## src/hw/rtl/aspc_pkg.sv

```systemverilog
// ----------------------------------------------------------------------------
// aspc_pkg
// Widths, register indexes, reset values and arithmetic constants of the
// antagonistic servo PID controller
// ----------------------------------------------------------------------------
package aspc_pkg;

  // parameter defaults
  localparam int ANGLE_WIDTH_DEF   = 16;
  localparam int COMMAND_WIDTH_DEF = 40;

  // configuration port
  localparam int CFG_ADDR_W = 3;
  localparam int CFG_DATA_W = 16;

  localparam logic [CFG_ADDR_W-1:0] REG_GAIN_P      = 3'd0;
  localparam logic [CFG_ADDR_W-1:0] REG_GAIN_I      = 3'd1;
  localparam logic [CFG_ADDR_W-1:0] REG_GAIN_D      = 3'd2;
  localparam logic [CFG_ADDR_W-1:0] REG_REF_LIMIT   = 3'd3;
  localparam logic [CFG_ADDR_W-1:0] REG_DEAD_ZONE   = 3'd4;
  localparam logic [CFG_ADDR_W-1:0] REG_OUTPUT_GAIN = 3'd5;

  // field widths
  localparam int GAIN_W   = 16;
  localparam int LIMIT_W  = 15;
  localparam int POS_W    = 16;
  localparam int DRIVE_W  = 16;
  localparam int REF_W    = 17;
  localparam int ERR_W    = 18;
  localparam int DELTA_W  = 38;
  localparam int MAG_W    = 17;
  localparam int SCALED_W = 21;
  localparam int OUT_W    = ((2 * DRIVE_W + 2 * REF_W + 7) / 8) * 8;

  // register reset values
  localparam logic [GAIN_W-1:0]  GAIN_P_RST      = 16'd66;
  localparam logic [GAIN_W-1:0]  GAIN_I_RST      = 16'd0;
  localparam logic [GAIN_W-1:0]  GAIN_D_RST      = 16'd524;
  localparam logic [LIMIT_W-1:0] REF_LIMIT_RST   = 15'd16434;
  localparam logic [GAIN_W-1:0]  DEAD_ZONE_RST   = 16'd19661;
  localparam logic [GAIN_W-1:0]  OUTPUT_GAIN_RST = 16'd2926;

  // radians (Q.13) to ticks is x * 100 / 157, rounded to nearest
  localparam int CONV_DEN  = 157;
  localparam int CONV_HALF = 78;

  // unit command, drive rounding and saturation bounds
  localparam int UNIT_CMD      = 65536;
  localparam int DRV_ROUND     = 2048;
  localparam int DRV_SHIFT     = 12;
  localparam int DRIVE_POS_MAX = 32767;
  localparam int DRIVE_NEG_MAX = 32768;

endpackage

```

## src/hw/rtl/antagonistic_servo_pid_controller.sv

```systemverilog
// ----------------------------------------------------------------------------
// antagonistic_servo_pid_controller
// Two-motor incremental PID with reference clamping, accumulator saturation
// and dead-zone compensated drive output, built on bit-serial units
// ----------------------------------------------------------------------------
//  channel  dir  handshake             payload (lowest bits first)
//  s_*      in   s_tvalid / s_tready   equilibrium, stiffness, motor1/2 position
//  m_*      out  m_tvalid / m_tready   motor1/2 drive, motor1/2 reference
//  cfg_*    in   cfg_we                cfg_addr selects register, cfg_wdata
//
//  one item at a time: s_tready is high only in the idle state
//  the tick conversion runs a restoring divider by 157, one quotient bit a cycle
//  the gains and the output gain go through one shift-add multiplier, one bit a cycle
//  rst is synchronous; it clears all loop state and loads register defaults
//  a new transaction is taken while the previous result waits; the finished
//  item then holds until m_tready frees the output register
// ----------------------------------------------------------------------------
module antagonistic_servo_pid_controller #(
  parameter int ANGLE_WIDTH   = aspc_pkg::ANGLE_WIDTH_DEF,
  parameter int COMMAND_WIDTH = aspc_pkg::COMMAND_WIDTH_DEF
) (
  input  logic                                clk,
  input  logic                                rst,
  // equilibrium_angle, stiffness_angle, motor1_position, motor2_position, zero pad
  input  logic [((2*ANGLE_WIDTH+2*aspc_pkg::POS_W+7)/8)*8-1:0] s_tdata,
  input  logic                                s_tvalid,
  output logic                                s_tready,
  // motor1_drive, motor2_drive, motor1_reference, motor2_reference, zero pad
  output logic [aspc_pkg::OUT_W-1:0]          m_tdata,
  output logic                                m_tvalid,
  input  logic                                m_tready,
  input  logic                                cfg_we,
  input  logic [aspc_pkg::CFG_ADDR_W-1:0]     cfg_addr,
  input  logic [aspc_pkg::CFG_DATA_W-1:0]     cfg_wdata
);
  import aspc_pkg::*;

  localparam int RAW_W = ANGLE_WIDTH + 1;
  localparam int DIV_W = ANGLE_WIDTH + 7;
  localparam int REM_W = 9;
  localparam int CNT_W = $clog2(DIV_W);
  localparam int SUM_W = ((COMMAND_WIDTH > DELTA_W) ? COMMAND_WIDTH : DELTA_W) + 1;
  localparam int PAD_W = OUT_W - 2 * DRIVE_W - 2 * REF_W;

  localparam logic [COMMAND_WIDTH-1:0] CMD_ONE  = COMMAND_WIDTH'(UNIT_CMD);
  localparam logic [COMMAND_WIDTH-1:0] CMD_MONE = COMMAND_WIDTH'(-UNIT_CMD);

  // sequencer states
  localparam logic [3:0] ST_IDLE    = 4'd0;
  localparam logic [3:0] ST_DIV_LD  = 4'd1;
  localparam logic [3:0] ST_DIV_RUN = 4'd2;
  localparam logic [3:0] ST_DIV_END = 4'd3;
  localparam logic [3:0] ST_MAC_LD  = 4'd4;
  localparam logic [3:0] ST_MAC_RUN = 4'd5;
  localparam logic [3:0] ST_ACC     = 4'd6;
  localparam logic [3:0] ST_DRV_LD  = 4'd7;
  localparam logic [3:0] ST_DRV_END = 4'd8;
  localparam logic [3:0] ST_DONE    = 4'd9;

  // multiplier pass
  localparam logic [1:0] TERM_P   = 2'd0;
  localparam logic [1:0] TERM_I   = 2'd1;
  localparam logic [1:0] TERM_D   = 2'd2;
  localparam logic [1:0] TERM_DRV = 2'd3;

  // control
  logic [3:0]       state;
  logic             mot;
  logic [1:0]       term;
  logic [CNT_W-1:0] cnt;

  // configuration registers
  logic [GAIN_W-1:0]  gain_p;
  logic [GAIN_W-1:0]  gain_i;
  logic [GAIN_W-1:0]  gain_d;
  logic [LIMIT_W-1:0] ref_limit;
  logic [GAIN_W-1:0]  dead_zone;
  logic [GAIN_W-1:0]  output_gain;

  // loop state
  logic [REF_W-1:0]         last_ref [2];
  logic [COMMAND_WIDTH-1:0] cmd      [2];
  logic [ERR_W-1:0]         err_d1   [2];
  logic [ERR_W-1:0]         err_d2   [2];

  // working registers
  logic [RAW_W-1:0]   raw   [2];
  logic [ERR_W-1:0]   err   [2];
  logic [DRIVE_W-1:0] drive [2];
  logic [DIV_W-1:0]   divq;
  logic [REM_W-1:0]   rem;
  logic [DELTA_W-1:0] opnd;
  logic [DELTA_W-1:0] delta;
  logic [GAIN_W-1:0]  gsh;
  logic               drv_zero;
  logic               drv_neg;

  // input fields
  logic [ANGLE_WIDTH-1:0] eq_in;
  logic [ANGLE_WIDTH-1:0] st_in;
  logic [POS_W-1:0]       p1_in;
  logic [POS_W-1:0]       p2_in;

  assign eq_in = s_tdata[ANGLE_WIDTH-1:0];
  assign st_in = s_tdata[2*ANGLE_WIDTH-1:ANGLE_WIDTH];
  assign p1_in = s_tdata[2*ANGLE_WIDTH+POS_W-1:2*ANGLE_WIDTH];
  assign p2_in = s_tdata[2*ANGLE_WIDTH+2*POS_W-1:2*ANGLE_WIDTH+POS_W];

  assign s_tready = (state == ST_IDLE);

  logic in_acc;
  logic out_load;
  assign in_acc   = s_tvalid && s_tready;
  assign out_load = (state == ST_DONE) && (!m_tvalid || m_tready);

  // sum and difference of the angles, and errors against the previous references
  logic [RAW_W-1:0] raw_sum;
  logic [RAW_W-1:0] raw_dif;
  logic [ERR_W-1:0] err_new0;
  logic [ERR_W-1:0] err_new1;

  always_comb begin
    raw_sum  = {eq_in[ANGLE_WIDTH-1], eq_in} + {st_in[ANGLE_WIDTH-1], st_in};
    raw_dif  = {eq_in[ANGLE_WIDTH-1], eq_in} - {st_in[ANGLE_WIDTH-1], st_in};
    err_new0 = {last_ref[0][REF_W-1], last_ref[0]}
             - {{(ERR_W-POS_W){p1_in[POS_W-1]}}, p1_in};
    err_new1 = {last_ref[1][REF_W-1], last_ref[1]}
             - {{(ERR_W-POS_W){p2_in[POS_W-1]}}, p2_in};
  end

  // divider: dividend setup, one restoring step, clamp and doubling
  logic [RAW_W-1:0] raw_cur;
  logic [RAW_W-1:0] raw_mag;
  logic [DIV_W-1:0] dvd_init;
  logic [REM_W:0]   rem_sh;
  logic             div_ge;
  logic [REM_W:0]   rem_step;
  logic [LIMIT_W-1:0] ref_mag;
  logic [REF_W-1:0] ref_dbl;
  logic [REF_W-1:0] ref_new;

  always_comb begin
    raw_cur  = raw[mot];
    raw_mag  = raw_cur[RAW_W-1] ? (~raw_cur + 1'b1) : raw_cur;
    dvd_init = (DIV_W'(raw_mag) << 6) + (DIV_W'(raw_mag) << 5)
             + (DIV_W'(raw_mag) << 2) + DIV_W'(CONV_HALF);
    rem_sh   = {rem, divq[DIV_W-1]};
    div_ge   = (rem_sh >= (REM_W+1)'(CONV_DEN));
    rem_step = div_ge ? (rem_sh - (REM_W+1)'(CONV_DEN)) : rem_sh;
    ref_mag  = (divq > DIV_W'(ref_limit)) ? ref_limit : divq[LIMIT_W-1:0];
    ref_dbl  = {1'b0, ref_mag, 1'b0};
    ref_new  = raw_cur[RAW_W-1] ? (~ref_dbl + 1'b1) : ref_dbl;
  end

  // pid operands for the current motor
  logic [ERR_W-1:0]   e_cur;
  logic [DELTA_W-1:0] ex;
  logic [DELTA_W-1:0] d1x;
  logic [DELTA_W-1:0] d2x;
  logic [DELTA_W-1:0] op_sel;
  logic [GAIN_W-1:0]  gain_sel;

  always_comb begin
    e_cur = err[mot];
    ex    = {{(DELTA_W-ERR_W){e_cur[ERR_W-1]}}, e_cur};
    d1x   = {{(DELTA_W-ERR_W){err_d1[mot][ERR_W-1]}}, err_d1[mot]};
    d2x   = {{(DELTA_W-ERR_W){err_d2[mot][ERR_W-1]}}, err_d2[mot]};
    case (term)
      TERM_P: begin
        op_sel   = ex - d1x;
        gain_sel = gain_p;
      end
      TERM_I: begin
        op_sel   = ex;
        gain_sel = gain_i;
      end
      TERM_D: begin
        op_sel   = ex - (d1x << 1) + d2x;
        gain_sel = gain_d;
      end
      default: begin
        op_sel   = '0;
        gain_sel = '0;
      end
    endcase
  end

  // saturating accumulator update
  logic [COMMAND_WIDTH-1:0] cmd_cur;
  logic [SUM_W-1:0]         acc_sum;
  logic [SUM_W-COMMAND_WIDTH:0] acc_hi;
  logic [COMMAND_WIDTH-1:0] cmd_sat;

  always_comb begin
    cmd_cur = cmd[mot];
    acc_sum = {{(SUM_W-COMMAND_WIDTH){cmd_cur[COMMAND_WIDTH-1]}}, cmd_cur}
            + {{(SUM_W-DELTA_W){delta[DELTA_W-1]}}, delta};
    acc_hi  = acc_sum[SUM_W-1:COMMAND_WIDTH-1];
    if ((&acc_hi) || !(|acc_hi)) begin
      cmd_sat = acc_sum[COMMAND_WIDTH-1:0];
    end else if (acc_sum[SUM_W-1]) begin
      cmd_sat = {1'b1, {(COMMAND_WIDTH-1){1'b0}}};
    end else begin
      cmd_sat = {1'b0, {(COMMAND_WIDTH-1){1'b1}}};
    end
  end

  // command clamp to unit and dead zone
  logic                     acc_neg;
  logic [COMMAND_WIDTH-1:0] acc_negd;
  logic [MAG_W-1:0]         cm;
  logic                     dz_hit;
  logic [MAG_W-1:0]         mag;

  always_comb begin
    acc_neg  = cmd_cur[COMMAND_WIDTH-1];
    acc_negd = ~cmd_cur + 1'b1;
    if (acc_neg) begin
      cm = ($signed(cmd_cur) < $signed(CMD_MONE)) ? MAG_W'(UNIT_CMD)
                                                   : acc_negd[MAG_W-1:0];
    end else begin
      cm = ($signed(cmd_cur) > $signed(CMD_ONE)) ? MAG_W'(UNIT_CMD)
                                                  : cmd_cur[MAG_W-1:0];
    end
    dz_hit = (cm <= {1'b0, dead_zone});
    mag    = cm - {1'b0, dead_zone};
  end

  // drive rounding result, sign and saturation
  logic [SCALED_W-1:0] scaled;
  logic [DRIVE_W-1:0]  drv_negmag;
  logic [DRIVE_W-1:0]  drv_val;

  always_comb begin
    scaled     = delta[DRV_SHIFT+SCALED_W-1:DRV_SHIFT];
    drv_negmag = (scaled > SCALED_W'(DRIVE_NEG_MAX)) ? DRIVE_W'(DRIVE_NEG_MAX)
                                                     : scaled[DRIVE_W-1:0];
    if (drv_zero) begin
      drv_val = '0;
    end else if (drv_neg) begin
      drv_val = ~drv_negmag + 1'b1;
    end else begin
      drv_val = (scaled > SCALED_W'(DRIVE_POS_MAX)) ? DRIVE_W'(DRIVE_POS_MAX)
                                                    : scaled[DRIVE_W-1:0];
    end
  end

  // sequencer, configuration and loop state
  always_ff @(posedge clk) begin
    if (rst) begin
      state       <= ST_IDLE;
      mot         <= 1'b0;
      term        <= TERM_P;
      cnt         <= '0;
      m_tvalid    <= 1'b0;
      gain_p      <= GAIN_P_RST;
      gain_i      <= GAIN_I_RST;
      gain_d      <= GAIN_D_RST;
      ref_limit   <= REF_LIMIT_RST;
      dead_zone   <= DEAD_ZONE_RST;
      output_gain <= OUTPUT_GAIN_RST;
      for (int i = 0; i < 2; i++) begin
        last_ref[i] <= '0;
        cmd[i]      <= '0;
        err_d1[i]   <= '0;
        err_d2[i]   <= '0;
      end
    end else begin
      // register writes
      if (cfg_we) begin
        case (cfg_addr)
          REG_GAIN_P:      gain_p      <= cfg_wdata;
          REG_GAIN_I:      gain_i      <= cfg_wdata;
          REG_GAIN_D:      gain_d      <= cfg_wdata;
          REG_REF_LIMIT:   ref_limit   <= cfg_wdata[LIMIT_W-1:0];
          REG_DEAD_ZONE:   dead_zone   <= cfg_wdata;
          REG_OUTPUT_GAIN: output_gain <= cfg_wdata;
          default: ;
        endcase
      end

      // output register handshake
      if (m_tready) begin
        m_tvalid <= 1'b0;
      end

      case (state)
        ST_IDLE: begin
          if (in_acc) begin
            mot   <= 1'b0;
            state <= ST_DIV_LD;
          end
        end
        ST_DIV_LD: begin
          cnt   <= '0;
          state <= ST_DIV_RUN;
        end
        ST_DIV_RUN: begin
          cnt <= cnt + 1'b1;
          if (cnt == CNT_W'(DIV_W - 1)) begin
            state <= ST_DIV_END;
          end
        end
        ST_DIV_END: begin
          last_ref[mot] <= ref_new;
          if (mot) begin
            mot   <= 1'b0;
            term  <= TERM_P;
            state <= ST_MAC_LD;
          end else begin
            mot   <= 1'b1;
            state <= ST_DIV_LD;
          end
        end
        ST_MAC_LD: begin
          cnt   <= '0;
          state <= ST_MAC_RUN;
        end
        ST_MAC_RUN: begin
          cnt <= cnt + 1'b1;
          if (cnt == CNT_W'(GAIN_W - 1)) begin
            case (term)
              TERM_DRV: state <= ST_DRV_END;
              TERM_D:   state <= ST_ACC;
              default: begin
                term  <= term + 1'b1;
                state <= ST_MAC_LD;
              end
            endcase
          end
        end
        ST_ACC: begin
          cmd[mot]    <= cmd_sat;
          err_d2[mot] <= err_d1[mot];
          err_d1[mot] <= err[mot];
          state       <= ST_DRV_LD;
        end
        ST_DRV_LD: begin
          term  <= TERM_DRV;
          cnt   <= '0;
          state <= ST_MAC_RUN;
        end
        ST_DRV_END: begin
          if (mot) begin
            state <= ST_DONE;
          end else begin
            mot   <= 1'b1;
            term  <= TERM_P;
            state <= ST_MAC_LD;
          end
        end
        ST_DONE: begin
          if (out_load) begin
            m_tvalid <= 1'b1;
            state    <= ST_IDLE;
          end
        end
        default: state <= ST_IDLE;
      endcase
    end
  end

  // datapath registers
  always_ff @(posedge clk) begin
    if (in_acc) begin
      raw[0] <= raw_sum;
      raw[1] <= raw_dif;
      err[0] <= err_new0;
      err[1] <= err_new1;
    end

    // divider by 157
    if (state == ST_DIV_LD) begin
      divq <= dvd_init;
      rem  <= '0;
    end else if (state == ST_DIV_RUN) begin
      divq <= {divq[DIV_W-2:0], div_ge};
      rem  <= rem_step[REM_W-1:0];
    end

    // shift-add multiplier, lsb of the gain first
    if (state == ST_MAC_LD) begin
      opnd <= op_sel;
      gsh  <= gain_sel;
      if (term == TERM_P) begin
        delta <= '0;
      end
    end else if (state == ST_DRV_LD) begin
      opnd     <= DELTA_W'(mag);
      gsh      <= output_gain;
      delta    <= DELTA_W'(DRV_ROUND);
      drv_zero <= dz_hit;
      drv_neg  <= acc_neg;
    end else if (state == ST_MAC_RUN) begin
      delta <= delta + (gsh[0] ? opnd : '0);
      opnd  <= opnd << 1;
      gsh   <= gsh >> 1;
    end

    if (state == ST_DRV_END) begin
      drive[mot] <= drv_val;
    end

    if (out_load) begin
      m_tdata <= {{PAD_W{1'b0}}, last_ref[1], last_ref[0], drive[1], drive[0]};
    end
  end

endmodule

```

## config.mk

```make
export PLATFORM = sky130hd
export DESIGN_NAME = antagonistic_servo_pid_controller
export DESIGN_NICKNAME = d
export VERILOG_FILES = /design/src/hw/rtl/aspc_pkg.sv /design/src/hw/rtl/antagonistic_servo_pid_controller.sv
export SDC_FILE = /design/constraint.sdc
export NUM_CORES = 2
export LEC_CHECK = 0
export BUFFER_PORTS_ARGS = -buffer_cell sky130_fd_sc_hd__buf_2
export CORE_MARGIN = 1.5
export CORE_UTILIZATION = 40
export CTS_CLUSTER_DIAMETER = 80
export DETAILED_ROUTE_END_ITERATION = 7
export GPL_ROUTABILITY_DRIVEN = 1
export PLACE_DENSITY = 0.64
export RECOVER_POWER = 25
export SYNTH_ARGS = -nofsm -noshare
export SYNTH_HDL_FRONTEND = slang
export SYNTH_SLANG_ARGS = --single-unit
```

## constraint.sdc

```tcl
create_clock -name clk -period 7.7 [get_ports clk]
set_input_delay 0.77 -clock clk [delete_from_list [all_inputs] [get_ports clk]]
set_output_delay 0.77 -clock clk [all_outputs]
set_load 0.03 [all_outputs]
```

==> metrics <==
status complete, but fails checks; failing checks capacitance limit, slew limit; TritonCTS clock tree yes; layout cell share with drive strength beyond 1 roughly 6.7%; pwr dens approximately 430 nW/um2; final core occ a little under half; most numerous cell in the Yosys netlist edfxtp_1; setup TNS 0 ps; Worst Hold Class register to register; FP Rows between 100 and 150; ANT nets after route 0; synth top area cells edfxtp_1 (38%), ha_1 (8.9%), dfxtp_1 (6.4%), nor2_1 (4.6%), nand2_1 (3.9%); Worst-Margin Slew 3660 ps; Die Y approximately 310 um; Die Footprint 94600 um2; Syn Inst Count 3870; Worst Skew ~36 ps; CP Data Arrival Time 6390 ps; Max Slew Vio Count 120; Post-synth top cells edfxtp_1 (466), nor2_1 (454), nand2_1 (387); Detailed Place HPWL slightly above 70000 um; top_reg_cell synth edfxtp_1; die width between 300 and 400 um; H-tree depth 3; core area between 90000 and 100000 um2; Cell Area, Synth roughly 37000 um2; Hold Vio Cnt, Final 0; Leakage around 17 nW; gr usage total between 10% and 20%; first-pass GRT wire length about 150000 um; clk root buf clkbuf_16; synthesis warning total 0; via density per instance ~5.4; Tcrit/Tclk final approximately four fifths; Critical Path Fanout Max 47; Layout area overhead 11.3%; RSZ-0062 raised after global routing no; TritonCTS Buffers 69; Port Buf Inserts between 150 and 200; share of the synthesized area in the top cell type a little under two fifths; Crit. End Element register; Inst Count DP approximately 5000; relative slew slack -144%; non-filler cells, final approximately 5300; Post-CTS Setup Inserts 0; IR Drop Worst-Case VDD 0.00134 V; clk buf depth 3; synthesized area per cell 9.59 um2; Post-CTS Hold Buffers 0; startpoint types register; Post-synth EDFFs 466; Clk Latency, worst-skew pair roughly 650 ps; sequential area share after synthesis 44.1%; final setup vio count 0; crit path kind register to register; I/O pin count around 160; Final Critical Period around 6000 ps; largest net degree at the start of global routing 86; area leader, netlist edfxtp_1; DRC viols 0; fmax approximately 170 MHz; initial drt markers 2012; Worst Path Required 8070 ps; Final Wtd Congestion roughly 0.9; Cell variety after synth 94; Post-CTS Resized 0; initial antenna violation count 2; Reg clk slew, reported paths around 60 ps; vias 28400; fraction of registers with async set/reset 0%; CTS Sinks 584; drt pass-1 iters 6; #FFs+latches synth between 500 and 600; Total Routed Length between 90000 and 100000 um; Final nets roughly 4400; max cap viols 2; average wire per standard cell 18.2 um; WHS between 400 and 500 ps; grt ovf 0; vias in the first global route ~28000; initial core utilization between 40% and 50%
-- state kept, by name (all words and copies together), names as in the netlist, 23 cells and up, named ones only --
name and cells:
cmd 80, m_tdata 64, delta 38, opnd 38, err 36, err_d1 36
err_d2 36, raw 33, drive 32, last_ref 32, divq 23
-- layout by cell type (no fill, tap or decap), drive strengths merged, types with 28 or more instances in the layout --
cell,netlist,layout
a211oi,35,35
a21o,92,92
a21oi,292,292
a22oi,30,30
a31oi,28,28
and2,54,54
and3,29,29
buf,39,107
clkbuf,122,173
dfxtp,118,118
edfxtp,466,466
fa,40,40
ha,264,264
inv,304,310
mux2i,106,106
nand2,387,387
nand2b,42,42
nand3,63,63
nand4,30,30
nor2,454,454
nor2b,38,38
nor3,77,77
o21a,34,34
o21ai,188,188
xnor2,130,130
xor2,81,81
-- final timing paths --
check	from	end	slack, ps	depth (start not counted)
max	register	opnd[11]$_DFFE_PP_	1680	19
min	drive[0][6]$_DFFE_PP_	m_tdata[6]$_DFFE_PP_	420	0
max reg2reg	register	opnd[11]$_DFFE_PP_	1680	19
min reg2reg	drive[0][6]$_DFFE_PP_	m_tdata[6]$_DFFE_PP_	420	0
-- area by class of cell --
type / instances / area, um2
diodes: 1 / 2.50
clock buffers: 97 / 1910
well taps: 1243 / 1560
clock inverters: 30 / 447
fillers: 8786 / 50500
inverters: 305 / 1140
multi-input cells: 2827 / 19000
repair buffers: 183 / 886
flip-flops and latches: 584 / 16400
-- metrics by stage --
step	instance area [um2]	power, mW	worst slack, ps
after global routing	41300	19.3	1310
after global placement	39100	14.4	1970
after CTS	41400	17.9	1780
after detailed placement	39100	14.4	1830
final	41300	17.8	1680
after floorplan	37100	12.3	1550
-- cells by family after synthesis --
logic type | Yosys count | share of synthesized area [%]
xor+xnor | 211 | 4.98
fa+ha+maj | 306 | 11.1
buf+inv | 466 | 4.95
mux | 124 | 3.41
flops | 584 | 44.1
compound gates | 901 | 15.8
simple gates | 1277 | 15.7
other cells | 1 | 0.0101
-- layer usage --
layer  up-vias  share of wire, %  track usage (%)
met3       161               4.1             2.50
met2       658                50             35.1
met1     13600                42             24.8
li1      14000                 -                -
met4         2               3.7             8.21
met5         -             0.014                0
-- power by group --
group	leakage, nW	internal [mW]	switching, mW
logic	9.94	4.07	5.79
registers	5.45	4.16	0.378
clock network	1.13	2.00	1.38
total	16.5	10.2	7.55
-- critical path: stages (launching register included) --
cell	delay, ps
dfxtp_4	640
buf_4	640
mux2_2	440
nor2_1	210
nand4_1	200
nor4_1	450
o21bai_1	110
buf_4	200
o22ai_1	250
ha_1	290
nor2b_1	130
o21ai_0	210
a21boi_1	140
o41a_1	360
a21oi_1	240
o21bai_1	120
a2111oi_0	480
nor3_1	130
xor2_1	160
a211o_1	290
No activity file was read; power rests on OpenSTA's default activity.
